$ cat src/hw/rtl/wsfd_pkg.sv
// ----------------------------------------------------------------------------
// wsfd_pkg
// Shared types and constants for the websocket frame deframer.
// ----------------------------------------------------------------------------
package wsfd_pkg;

  // parser phase
  typedef enum logic [2:0] {
    PH_HDR0 = 3'd0,
    PH_HDR1 = 3'd1,
    PH_EXT  = 3'd2,
    PH_MASK = 3'd3,
    PH_PAY  = 3'd4,
    PH_STOP = 3'd5
  } phase_t;

  // event kinds on the result channel
  localparam logic [1:0] EV_DATA    = 2'd0;
  localparam logic [1:0] EV_PING    = 2'd1;
  localparam logic [1:0] EV_CLOSE   = 2'd2;
  localparam logic [1:0] EV_LEN_ERR = 2'd3;

  // frame opcodes
  localparam logic [3:0] OP_CONT   = 4'h0;
  localparam logic [3:0] OP_TEXT   = 4'h1;
  localparam logic [3:0] OP_BINARY = 4'h2;
  localparam logic [3:0] OP_CLOSE  = 4'h8;
  localparam logic [3:0] OP_PING   = 4'h9;

  // message types
  localparam logic [1:0] MT_NONE   = 2'd0;
  localparam logic [1:0] MT_TEXT   = 2'd1;
  localparam logic [1:0] MT_BINARY = 2'd2;

  // short length codes for extended forms
  localparam logic [6:0] LEN_EXT16 = 7'd126;
  localparam logic [6:0] LEN_EXT64 = 7'd127;

  localparam logic [31:0] MAX_LEN_RESET = 32'd5242880;

  typedef struct packed {
    logic       valid;
    logic [1:0] kind;
    logic [7:0] data;
    logic       has;
    logic [1:0] mtype;
    logic       last;
  } result_t;

endpackage

$ cat src/hw/rtl/websocket_frame_deframer_unit.sv
// ----------------------------------------------------------------------------
// websocket_frame_deframer_unit
// WebSocket receive deframer: header parsing, unmasking, message streaming.
// ----------------------------------------------------------------------------
// Takes one received byte per cycle on rx_byte unless out_ready stalls a result,
// and streams out unmasked payload bytes with message type and last flag,
// ping payload for pong, and close and length error events. Every byte goes
// through an input register and then the parser into the result register, so
// a byte may be accepted every cycle; the rate is set only by out_ready.
// After a close or a length error the unit swallows all input until reset.
// max_payload_len (cfg_data) limits the 64-bit length form only; cfg_ready is
// always high. The user must write the limit while the unit is idle; the unit does not enforce it.
module websocket_frame_deframer_unit (
  input  logic        clk,
  input  logic        rst,
  input  logic        cfg_valid,
  output logic        cfg_ready,
  input  logic [31:0] cfg_data,
  input  logic        in_valid,
  output logic        in_ready,
  input  logic [7:0]  rx_byte,
  output logic        out_valid,
  input  logic        out_ready,
  output logic [1:0]  event_kind,
  output logic [7:0]  data_byte,
  output logic        has_data,
  output logic [1:0]  message_type,
  output logic        last
);
  import wsfd_pkg::*;

  logic [31:0] max_len;
  logic        s1_valid;
  logic [7:0]  s1_byte;
  logic        advance;
  logic        step;
  result_t     res;

  assign cfg_ready = 1'b1;
  assign advance   = !out_valid || out_ready;
  assign in_ready  = !s1_valid || advance;
  assign step      = s1_valid && advance;

  always_ff @(posedge clk) begin
    if (rst) begin
      max_len <= MAX_LEN_RESET;
    end else if (cfg_valid) begin
      max_len <= cfg_data;
    end
  end

  // input register
  always_ff @(posedge clk) begin
    if (rst) begin
      s1_valid <= 1'b0;
    end else if (in_ready) begin
      s1_valid <= in_valid;
    end
  end

  always_ff @(posedge clk) begin
    if (in_valid && in_ready) s1_byte <= rx_byte;
  end

  wsfd_parser u_parser (
    .clk     (clk),
    .rst     (rst),
    .step    (step),
    .byte_in (s1_byte),
    .max_len (max_len),
    .res     (res)
  );

  // result register
  always_ff @(posedge clk) begin
    if (rst) begin
      out_valid <= 1'b0;
    end else if (advance) begin
      out_valid <= step && res.valid;
    end
  end

  always_ff @(posedge clk) begin
    if (advance) begin
      event_kind   <= res.kind;
      data_byte    <= res.data;
      has_data     <= res.has;
      message_type <= res.mtype;
      last         <= res.last;
    end
  end

  a_event_no_data: assert property (@(posedge clk) disable iff (rst)
    out_valid && (event_kind == EV_CLOSE || event_kind == EV_LEN_ERR)
      |-> !has_data && !last && message_type == MT_NONE)
    else $error("close or length error word carries data");

  a_data_type: assert property (@(posedge clk) disable iff (rst)
    out_valid && event_kind == EV_DATA
      |-> message_type == MT_TEXT || message_type == MT_BINARY)
    else $error("message word without text or binary type");

  a_quiet_after_stop: assert property (@(posedge clk) disable iff (rst)
    out_valid && out_ready && (event_kind == EV_CLOSE || event_kind == EV_LEN_ERR)
      |=> !out_valid)
    else $error("word delivered after close or length error");

endmodule

$ cat src/hw/rtl/wsfd_parser.sv
// ----------------------------------------------------------------------------
// wsfd_parser
// Frame header parser, payload unmasking and fragment tracking, one byte a step.
// ----------------------------------------------------------------------------
module wsfd_parser (
  input  logic              clk,
  input  logic              rst,
  input  logic              step,
  input  logic [7:0]        byte_in,
  input  logic [31:0]       max_len,
  output wsfd_pkg::result_t res
);
  import wsfd_pkg::*;

  phase_t      phase, phase_next;
  logic        frame_fin, frame_fin_next;
  logic [3:0]  frame_opcode, frame_opcode_next;
  logic        frame_masked, frame_masked_next;
  logic [2:0]  ext_left, ext_left_next;
  logic [63:0] remaining, remaining_next;
  logic [31:0] mask_key, mask_key_next;
  logic [1:0]  mask_index, mask_index_next;
  logic        frag_open, frag_open_next;
  logic [1:0]  frag_type, frag_type_next;
  logic        ext_long, ext_long_next;

  always_ff @(posedge clk) begin
    if (rst) begin
      phase        <= PH_HDR0;
      frame_fin    <= 1'b0;
      frame_opcode <= OP_CONT;
      frame_masked <= 1'b0;
      ext_left     <= 3'd0;
      remaining    <= 64'd0;
      mask_key     <= 32'd0;
      mask_index   <= 2'd0;
      frag_open    <= 1'b0;
      frag_type    <= MT_NONE;
      ext_long     <= 1'b0;
    end else if (step) begin
      phase        <= phase_next;
      frame_fin    <= frame_fin_next;
      frame_opcode <= frame_opcode_next;
      frame_masked <= frame_masked_next;
      ext_left     <= ext_left_next;
      remaining    <= remaining_next;
      mask_key     <= mask_key_next;
      mask_index   <= mask_index_next;
      frag_open    <= frag_open_next;
      frag_type    <= frag_type_next;
      ext_long     <= ext_long_next;
    end
  end

  logic        len_done;
  logic        hdr_done;
  logic        len_zero;
  logic [6:0]  len7;
  logic [63:0] rem_shift;
  logic [7:0]  key;
  logic [7:0]  unmasked;
  logic        pay_end;

  always_comb begin
    phase_next        = phase;
    frame_fin_next    = frame_fin;
    frame_opcode_next = frame_opcode;
    frame_masked_next = frame_masked;
    ext_left_next     = ext_left;
    remaining_next    = remaining;
    mask_key_next     = mask_key;
    mask_index_next   = mask_index;
    frag_open_next    = frag_open;
    frag_type_next    = frag_type;
    ext_long_next     = ext_long;
    res               = '0;
    len_done          = 1'b0;
    hdr_done          = 1'b0;
    len_zero          = 1'b0;
    len7              = byte_in[6:0];
    rem_shift         = {remaining[55:0], byte_in};
    key               = frame_masked ? mask_key[8*(3 - mask_index) +: 8] : 8'd0;
    unmasked          = byte_in ^ key;
    pay_end           = (remaining == 64'd1);

    case (phase)
      PH_HDR0: begin
        frame_fin_next    = byte_in[7];
        frame_opcode_next = byte_in[3:0];
        phase_next        = PH_HDR1;
      end
      PH_HDR1: begin
        frame_masked_next = byte_in[7];
        if (len7 == LEN_EXT16 || len7 == LEN_EXT64) begin
          ext_long_next  = (len7 == LEN_EXT64);
          ext_left_next  = (len7 == LEN_EXT64) ? 3'd7 : 3'd1;
          remaining_next = 64'd0;
          phase_next     = PH_EXT;
        end else begin
          remaining_next = {57'd0, len7};
          len_zero       = (len7 == 7'd0);
          len_done       = 1'b1;
        end
      end
      PH_EXT: begin
        remaining_next = rem_shift;
        if (ext_left != 3'd0) begin
          ext_left_next = ext_left - 3'd1;
        end else if (ext_long && (rem_shift[63:32] != 32'd0 ||
                                  rem_shift[31:0] > max_len)) begin
          phase_next = PH_STOP;
          res.valid  = 1'b1;
          res.kind   = EV_LEN_ERR;
        end else begin
          len_zero = (rem_shift == 64'd0);
          len_done = 1'b1;
        end
      end
      PH_MASK: begin
        mask_key_next = {mask_key[23:0], byte_in};
        if (mask_index == 2'd3) begin
          len_zero = (remaining == 64'd0);
          hdr_done = 1'b1;
        end else begin
          mask_index_next = mask_index + 2'd1;
        end
      end
      PH_PAY: begin
        mask_index_next = mask_index + 2'd1;
        remaining_next  = remaining - 64'd1;
        if (pay_end) phase_next = PH_HDR0;
        case (frame_opcode)
          OP_TEXT, OP_BINARY: begin
            res.valid = 1'b1;
            res.kind  = EV_DATA;
            res.data  = unmasked;
            res.has   = 1'b1;
            res.mtype = frame_opcode[1:0];
            res.last  = frame_fin && pay_end;
          end
          OP_CONT: begin
            if (frag_open) begin
              if (pay_end && frame_fin) frag_open_next = 1'b0;
              res.valid = 1'b1;
              res.kind  = EV_DATA;
              res.data  = unmasked;
              res.has   = 1'b1;
              res.mtype = frag_type;
              res.last  = frame_fin && pay_end;
            end
          end
          OP_PING: begin
            res.valid = 1'b1;
            res.kind  = EV_PING;
            res.data  = unmasked;
            res.has   = 1'b1;
            res.last  = pay_end;
          end
          OP_CLOSE: begin
            if (pay_end) begin
              phase_next = PH_STOP;
              res.valid  = 1'b1;
              res.kind   = EV_CLOSE;
            end
          end
          default: ;
        endcase
      end
      default: ;
    endcase

    // length known: collect the mask key or finish the header
    if (len_done) begin
      if (frame_masked_next) begin
        phase_next      = PH_MASK;
        mask_index_next = 2'd0;
      end else begin
        hdr_done = 1'b1;
      end
    end

    if (hdr_done) begin
      if ((frame_opcode == OP_TEXT || frame_opcode == OP_BINARY) && !frame_fin) begin
        frag_open_next = 1'b1;
        frag_type_next = frame_opcode[1:0];
      end
      mask_index_next = 2'd0;
      if (!len_zero) begin
        phase_next = PH_PAY;
      end else begin
        // empty frame: marker result only
        phase_next = PH_HDR0;
        case (frame_opcode)
          OP_TEXT, OP_BINARY: begin
            res.valid = 1'b1;
            res.kind  = EV_DATA;
            res.mtype = frame_opcode[1:0];
            res.last  = frame_fin;
          end
          OP_CONT: begin
            if (frag_open) begin
              if (frame_fin) frag_open_next = 1'b0;
              res.valid = 1'b1;
              res.kind  = EV_DATA;
              res.mtype = frag_type;
              res.last  = frame_fin;
            end
          end
          OP_PING: begin
            res.valid = 1'b1;
            res.kind  = EV_PING;
            res.last  = 1'b1;
          end
          OP_CLOSE: begin
            phase_next = PH_STOP;
            res.valid  = 1'b1;
            res.kind   = EV_CLOSE;
          end
          default: ;
        endcase
      end
    end
  end

  a_stop_sticks: assert property (@(posedge clk) disable iff (rst)
    phase == PH_STOP |=> phase == PH_STOP)
    else $error("parser left the stopped phase");

  a_pay_starts_key: assert property (@(posedge clk) disable iff (rst)
    step && phase != PH_PAY && phase_next == PH_PAY |-> mask_index_next == 2'd0)
    else $error("payload entered with mask index not at zero");

endmodule

$ cat config.mk
export PLATFORM = sky130hd
export DESIGN_NAME = websocket_frame_deframer_unit
export DESIGN_NICKNAME = d
export VERILOG_FILES = /design/src/hw/rtl/wsfd_pkg.sv /design/src/hw/rtl/websocket_frame_deframer_unit.sv /design/src/hw/rtl/wsfd_parser.sv
export SDC_FILE = /design/constraint.sdc
export NUM_CORES = 1
export LEC_CHECK = 0
export ABC_AREA = 1
export BUFFER_PORTS_ARGS = -buffer_cell sky130_fd_sc_hd__buf_4
export CAP_MARGIN = 20
export CORE_UTILIZATION = 31
export CTS_CLUSTER_DIAMETER = 100
export DETAILED_ROUTE_END_ITERATION = 16
export PLACE_DENSITY = 0.55
export SYNTH_ARGS = -nofsm -noshare
export SYNTH_HDL_FRONTEND = slang
export SYNTH_SLANG_ARGS = --single-unit
$ cat constraint.sdc
create_clock -name clk -period 2.25 [get_ports clk]
set_clock_uncertainty 0.05 [all_clocks]
set_input_delay 0.1125 -clock clk [delete_from_list [all_inputs] [get_ports clk]]
set_output_delay 0.1125 -clock clk [all_outputs]
set_load 0.1 [all_outputs]
# After elaboration in Yosys (flattened, before gate mapping)
# Cells that the tools add are included.
# classes
eq_ne	14
add_sub_neg	4
order_cmp	1
n_reduce_logical	31
mux	68
shift	1
bitwise_logic	1
# ops
op	count
$pmux W64 S3	1
$logic_not A64 Y1	2
$mux W3	24
$eq A64 B1 Y1 const B	1
$sub A64 B1 Y64 const B	1
$pmux W3 S4	3
$shiftx A32 B33 Y8	1
$gt A32 B32 Y1	1
$reduce_bool A32 Y1	1
$mux W15	2
$mux W1	22
$pmux W9 S2	1
$eq A7 B7 Y1 const B	2
$pmux W2 S2	3
$pmux W3 S2	2
$pmux W1 S3	3
$eq A4 B4 Y1 const B	2
$mux W2	4
$mux W8	1
$xor A8 B8 Y8	1
$logic_not A7 Y1	1
$mux W7	1
$eq A3 B2 Y1 const B	2
$logic_and A1 B1 Y1	6
other kinds (21)	32
# totals
output_inout_bits	17
register_bits	170
wordCells	140
input_bits	45

# Logic depth before layout (Yosys ltp)
# logic_depth
word_depth	13
mapped_depth	23
mapped_depth_nobuf	23

# By module
# From an unflattened synthesis, not the netlist that was laid out.
# hier_totals
cells_unflattened	1479
area_unflattened_um2	10040.9
# by_module_without_submodules
mod	n_inst	area_per_inst_um2	cells_per_inst	seq_area_each_um2
wsfd_parser	1	8166.6	1304	2282.2
websocket_frame_deframer_unit	1	1874.3	175	1341.3

# Worst setup path before layout
# Ideal clock, no wire load.
# synth_timing
path_kind	reg2reg
start	register out_valid
end	register u_parser.remaining[6]
setup_time_ps	116
path_buffers	2
slack_ps	-698
synth_period_minus_slack_ps	2948
t_required_ps	2084
arrival_ps	2782
stages_incl_launch_ff	10
path_cell_list	dfxtp_1 nand2_1 nand2_1 inv_2 o21ai_1 inv_1 buf_2 buf_2 o211ai_1 inv_1
# synth_between
elab_chain_len	4
# synth_lines
element	line_no	source
start: declaration	websocket_frame_deframer_unit.sv:22	output logic out_valid,
start signal: assignment	websocket_frame_deframer_unit.sv:79	out_valid <= step && res.valid;
$logic_not A1 Y1	websocket_frame_deframer_unit.sv:40	assign advance = !out_valid || out_ready;
$logic_or A1 B1 Y1	websocket_frame_deframer_unit.sv:40	
named net advance	websocket_frame_deframer_unit.sv:35	logic advance;
$logic_and A1 B1 Y1	websocket_frame_deframer_unit.sv:42	assign step = s1_valid && advance;
$reduce_and A2 Y1 (no source line)	--	
end signal: assignment	wsfd_parser.sv:46	remaining <= remaining_next;
end: declaration	wsfd_parser.sv:20	logic [63:0] remaining, remaining_next;
# The timed path passes the listed nets, and every way through them passes these cells.
# A chain may end at the register's enable or synchronous reset.

==> flow_summary.json <==
{
  "status": "finished, violations left",
  "violations": "setup timing",
  "fin_nets": 1832,
  "io_buffers": 60,
  "dr.first_iter.drc_count": 548,
  "async_flop_share": 0,
  "slew_viol_final": 0,
  "grt_pass1_wl_um": 51350,
  "cts_tree": "done",
  "antenna_cells": 0,
  "rsz0062_at_grt": "yes",
  "path_max_fanout": 5,
  "grtUsageTotal": 0.1910,
  "fin_hold_ws_ns": 0.05979,
  "root_buffer": "clkbuf_16",
  "crit_path_cell_trace": "ha_4 > nand2_2 > nor2_4 > nand4_1 > nor2_2 > nand2_1 > nand2_2 > nand2_4 > nand2_4 > nand3_2 > nand2_2 > inv_2 > nor2_4 > inv_2 > a22oi_2",
  "die_w_um": 181.9,
  "p_leak_nw": 6.694,
  "crit_required_ns": 2.48,
  "layout_setup_ws_ns": -0.1467,
  "grt_pass1_vias": 10280,
  "synth_common_cells": "nor2_1 (225), a21oi_1 (185), inv_1 (182)",
  "drc": 0,
  "drtAntennaViolNets": 0,
  "ys_seq_area_frac": 0.3612,
  "crit_type": "register to register",
  "fin_setup_tns_ns": -1.516,
  "clockBufferDepth": 2,
  "ys_seq_elements": 170,
  "relSlewSlack": 0.5551,
  "cts_sinks": 170,
  "worst_slew_pin_slew_ns": 0.6673,
  "fin_util": 0.4557,
  "yosysMostFrequentCell": "nor2_1",
  "yosysWarnings": 0,
  "synth_area_leaders": "dfxtp_1 (30%), a21oi_1 (9.2%), nor2_1 (8.4%)",
  "critPathCaptureType": "register",
  "clk_latency_ns": 0.44,
  "antenna_found_initial": 0,
  "crit_top_cell": "nand2_2",
  "ir_worst_vdd_mv": 0.4926,
  "vias": 10710,
  "dp_hpwl_um": 21870,
  "row_count": 65,
  "critical_path_arrival_ns": 2.63,
  "dieArea_mm2": 0.03309,
  "vias_per_cell": 4.956,
  "drt_first_pass_iters": 5,
  "hold_path_class": "input port to register",
  "crit_family": "simple AND/OR/NAND/NOR gates",
  "wl_per_cell_um": 14.78,
  "synth_area_leader_cell": "dfxtp_1",
  "max_stage_delay_ns": 0.47,
  "synth_nets": 1529,
  "initial_core_util": 0.3163,
  "avgSynthCellArea_um2": 6.943,
  "coreArea_mm2": 0.03172,
  "cts_buffers": 17,
  "layout-drive-gt1-share": 0.3034,
  "max_freq_mhz": 417.2,
  "finalCriticalPeriod_ns": 2.397,
  "cp.buffers_inverters": 2,
  "setup_violations": 18,
  "power_density_mw_per_mm2": 678.2,
  "max_cap_violations": 0,
  "start_kind": "register",
  "grt-ovfl-total": 0,
  "htree_levels": 4,
  "drt-total-wl_um": 31960,
  "area_delta_synth_final_pct": 44.08,
  "syn_area_mm2": 0.01003,
  "ios": 62,
  "slowest_stage": "edfxtp_1",
  "yosysUniqueCellTypes": 57,
  "clkTransAtPathRegs_ns": 0.07,
  "hold_viol": 0,
  "gp_congestion": 0.8643,
  "fin_crit_sh": 1.065,
  "synth_cells": 1445,
  "die_h_um": 181.9,
  "synth-main-ff-cell": "dfxtp_1",
  "synth-edff-count": 22,
  "nFillCells": 3162,
  "synth_top_area_share": 0.2953,
  "grt_start_max_net_pins": 105
}
-- metal layers --
layer,global-route usage,part of all wire,wire (µm),up-vias
met1,0.2478,0.46,14640,4984
met4,0.05950,0.017,547,0
met5,0,0,0,-
met2,0.3240,0.49,15600,211
li1,-,-,-,5483
met3,0.03028,0.037,1178,36
-- kinds of logic after synthesis --
group | count (synthesis) | share of synthesized area
and+or+nand+nor | 547 | 0.2506
AOI/OAI and AO/OA | 417 | 0.2287
buffers and inverters | 259 | 0.1000
DFF | 170 | 0.3612
adders and majority gates | 39 | 0.04864
xor gates and xnor gates | 12 | 0.01048
other | 1 | 0.0003738
-- final timing paths --
| path | depth (start not counted) | slack, ns | from | end |
|---|---|---|---|---|
| min reg2reg | 2 | 0.42 | u_parser.frag_type[0]$_SDFFE_PP0P_ | u_parser.frag_type[0]$_SDFFE_PP0P_ |
| max | 15 | -0.15 | s1_byte[5]$_DFFE_PP_ | message_type[0]$_DFFE_PP_ |
| max reg2reg | 15 | -0.15 | s1_byte[5]$_DFFE_PP_ | message_type[0]$_DFFE_PP_ |
| min | 3 | 0.06 | in_valid | s1_valid$_SDFFE_PP0N_ |
-- through the flow --
stage               power, mW  cells  setup WS [ns]  cell area [µm²]
floorplan               5.001   1445       0.007652            10040
global placement        6.163   2055        -0.2373            12410
detailed placement      6.196   2055        -0.2853            12410
CTS                     9.455   2149        -0.1845            13780
global route            10.35   2162        -0.2808            14450
finish                  9.802   2162        -0.1467            14450
-- power by group --
group / switching (mW) / internal [mW] / total, mW
Combinational: 1.95 / 1.60 / 3.55
Sequential: 0.100 / 3.21 / 3.31
Clock: 1.46 / 1.48 / 2.94
Total: 3.51 / 6.29 / 9.80
-- flip-flops by register name, indices dropped and copies added, names as in the netlist, 2 cells and up --
name                   cells
s1_byte                    8
u_parser.frame_opcode      4
max_len                   32
u_parser.frag_type         2
u_parser.phase             3
u_parser.remaining        64
u_parser.mask_key         32
data_byte                  8
u_parser.ext_left          3
message_type               2
event_kind                 2
u_parser.mask_index        2
-- placed cells by master (no fill, tap or decap), drive strengths merged, types with 6 or more instances in the layout --
cell type,netlist,routed
clkbuf,52,17
or2,9,9
nand3,64,64
a31oi,6,6
clkinv,4,9
nor3,25,25
edfxtp,22,22
xor2,11,11
o22ai,11,11
nor4,11,11
ha,39,39
inv,192,200
a21oi,186,186
dfxtp,148,148
a221oi,30,30
nand2,167,167
dlygate4sd3,0,46
buf,11,301
o21ai,164,164
nor2,239,239
nand4,29,29
-- repair_timing --
| item | CTS | global route |
|---|---|---|
| buffers inserted | 17 | 17 |
| endpoints found under the hold margin | 41 | 0 |
| pin swaps | 17 | 72 |
| resized for setup | 55 | 157 |
| setup endpoints to repair | 30 | 53 |
| hold buffers | 46 | 0 |
-- tightest hold or removal path, stage by stage --
cell	delay, ns
buf_4	0.08
nand2_1	0.15
a21oi_1	0.16
-- final cells by class --
cell class | instances | area, µm² | share of cell area
inverters | 196 | 760.7 | 0.05263
multi-input cells | 1016 | 6068 | 0.4198
clock buffers | 17 | 425.4 | 0.02943
clock inverters | 14 | 156.4 | 0.01082
well taps | 402 | 503.0 | 0.03480
repair buffers | 347 | 2887 | 0.1997
flip-flops and latches | 170 | 3654 | 0.2528
Note: power is estimated with default switching activity, not from simulation.
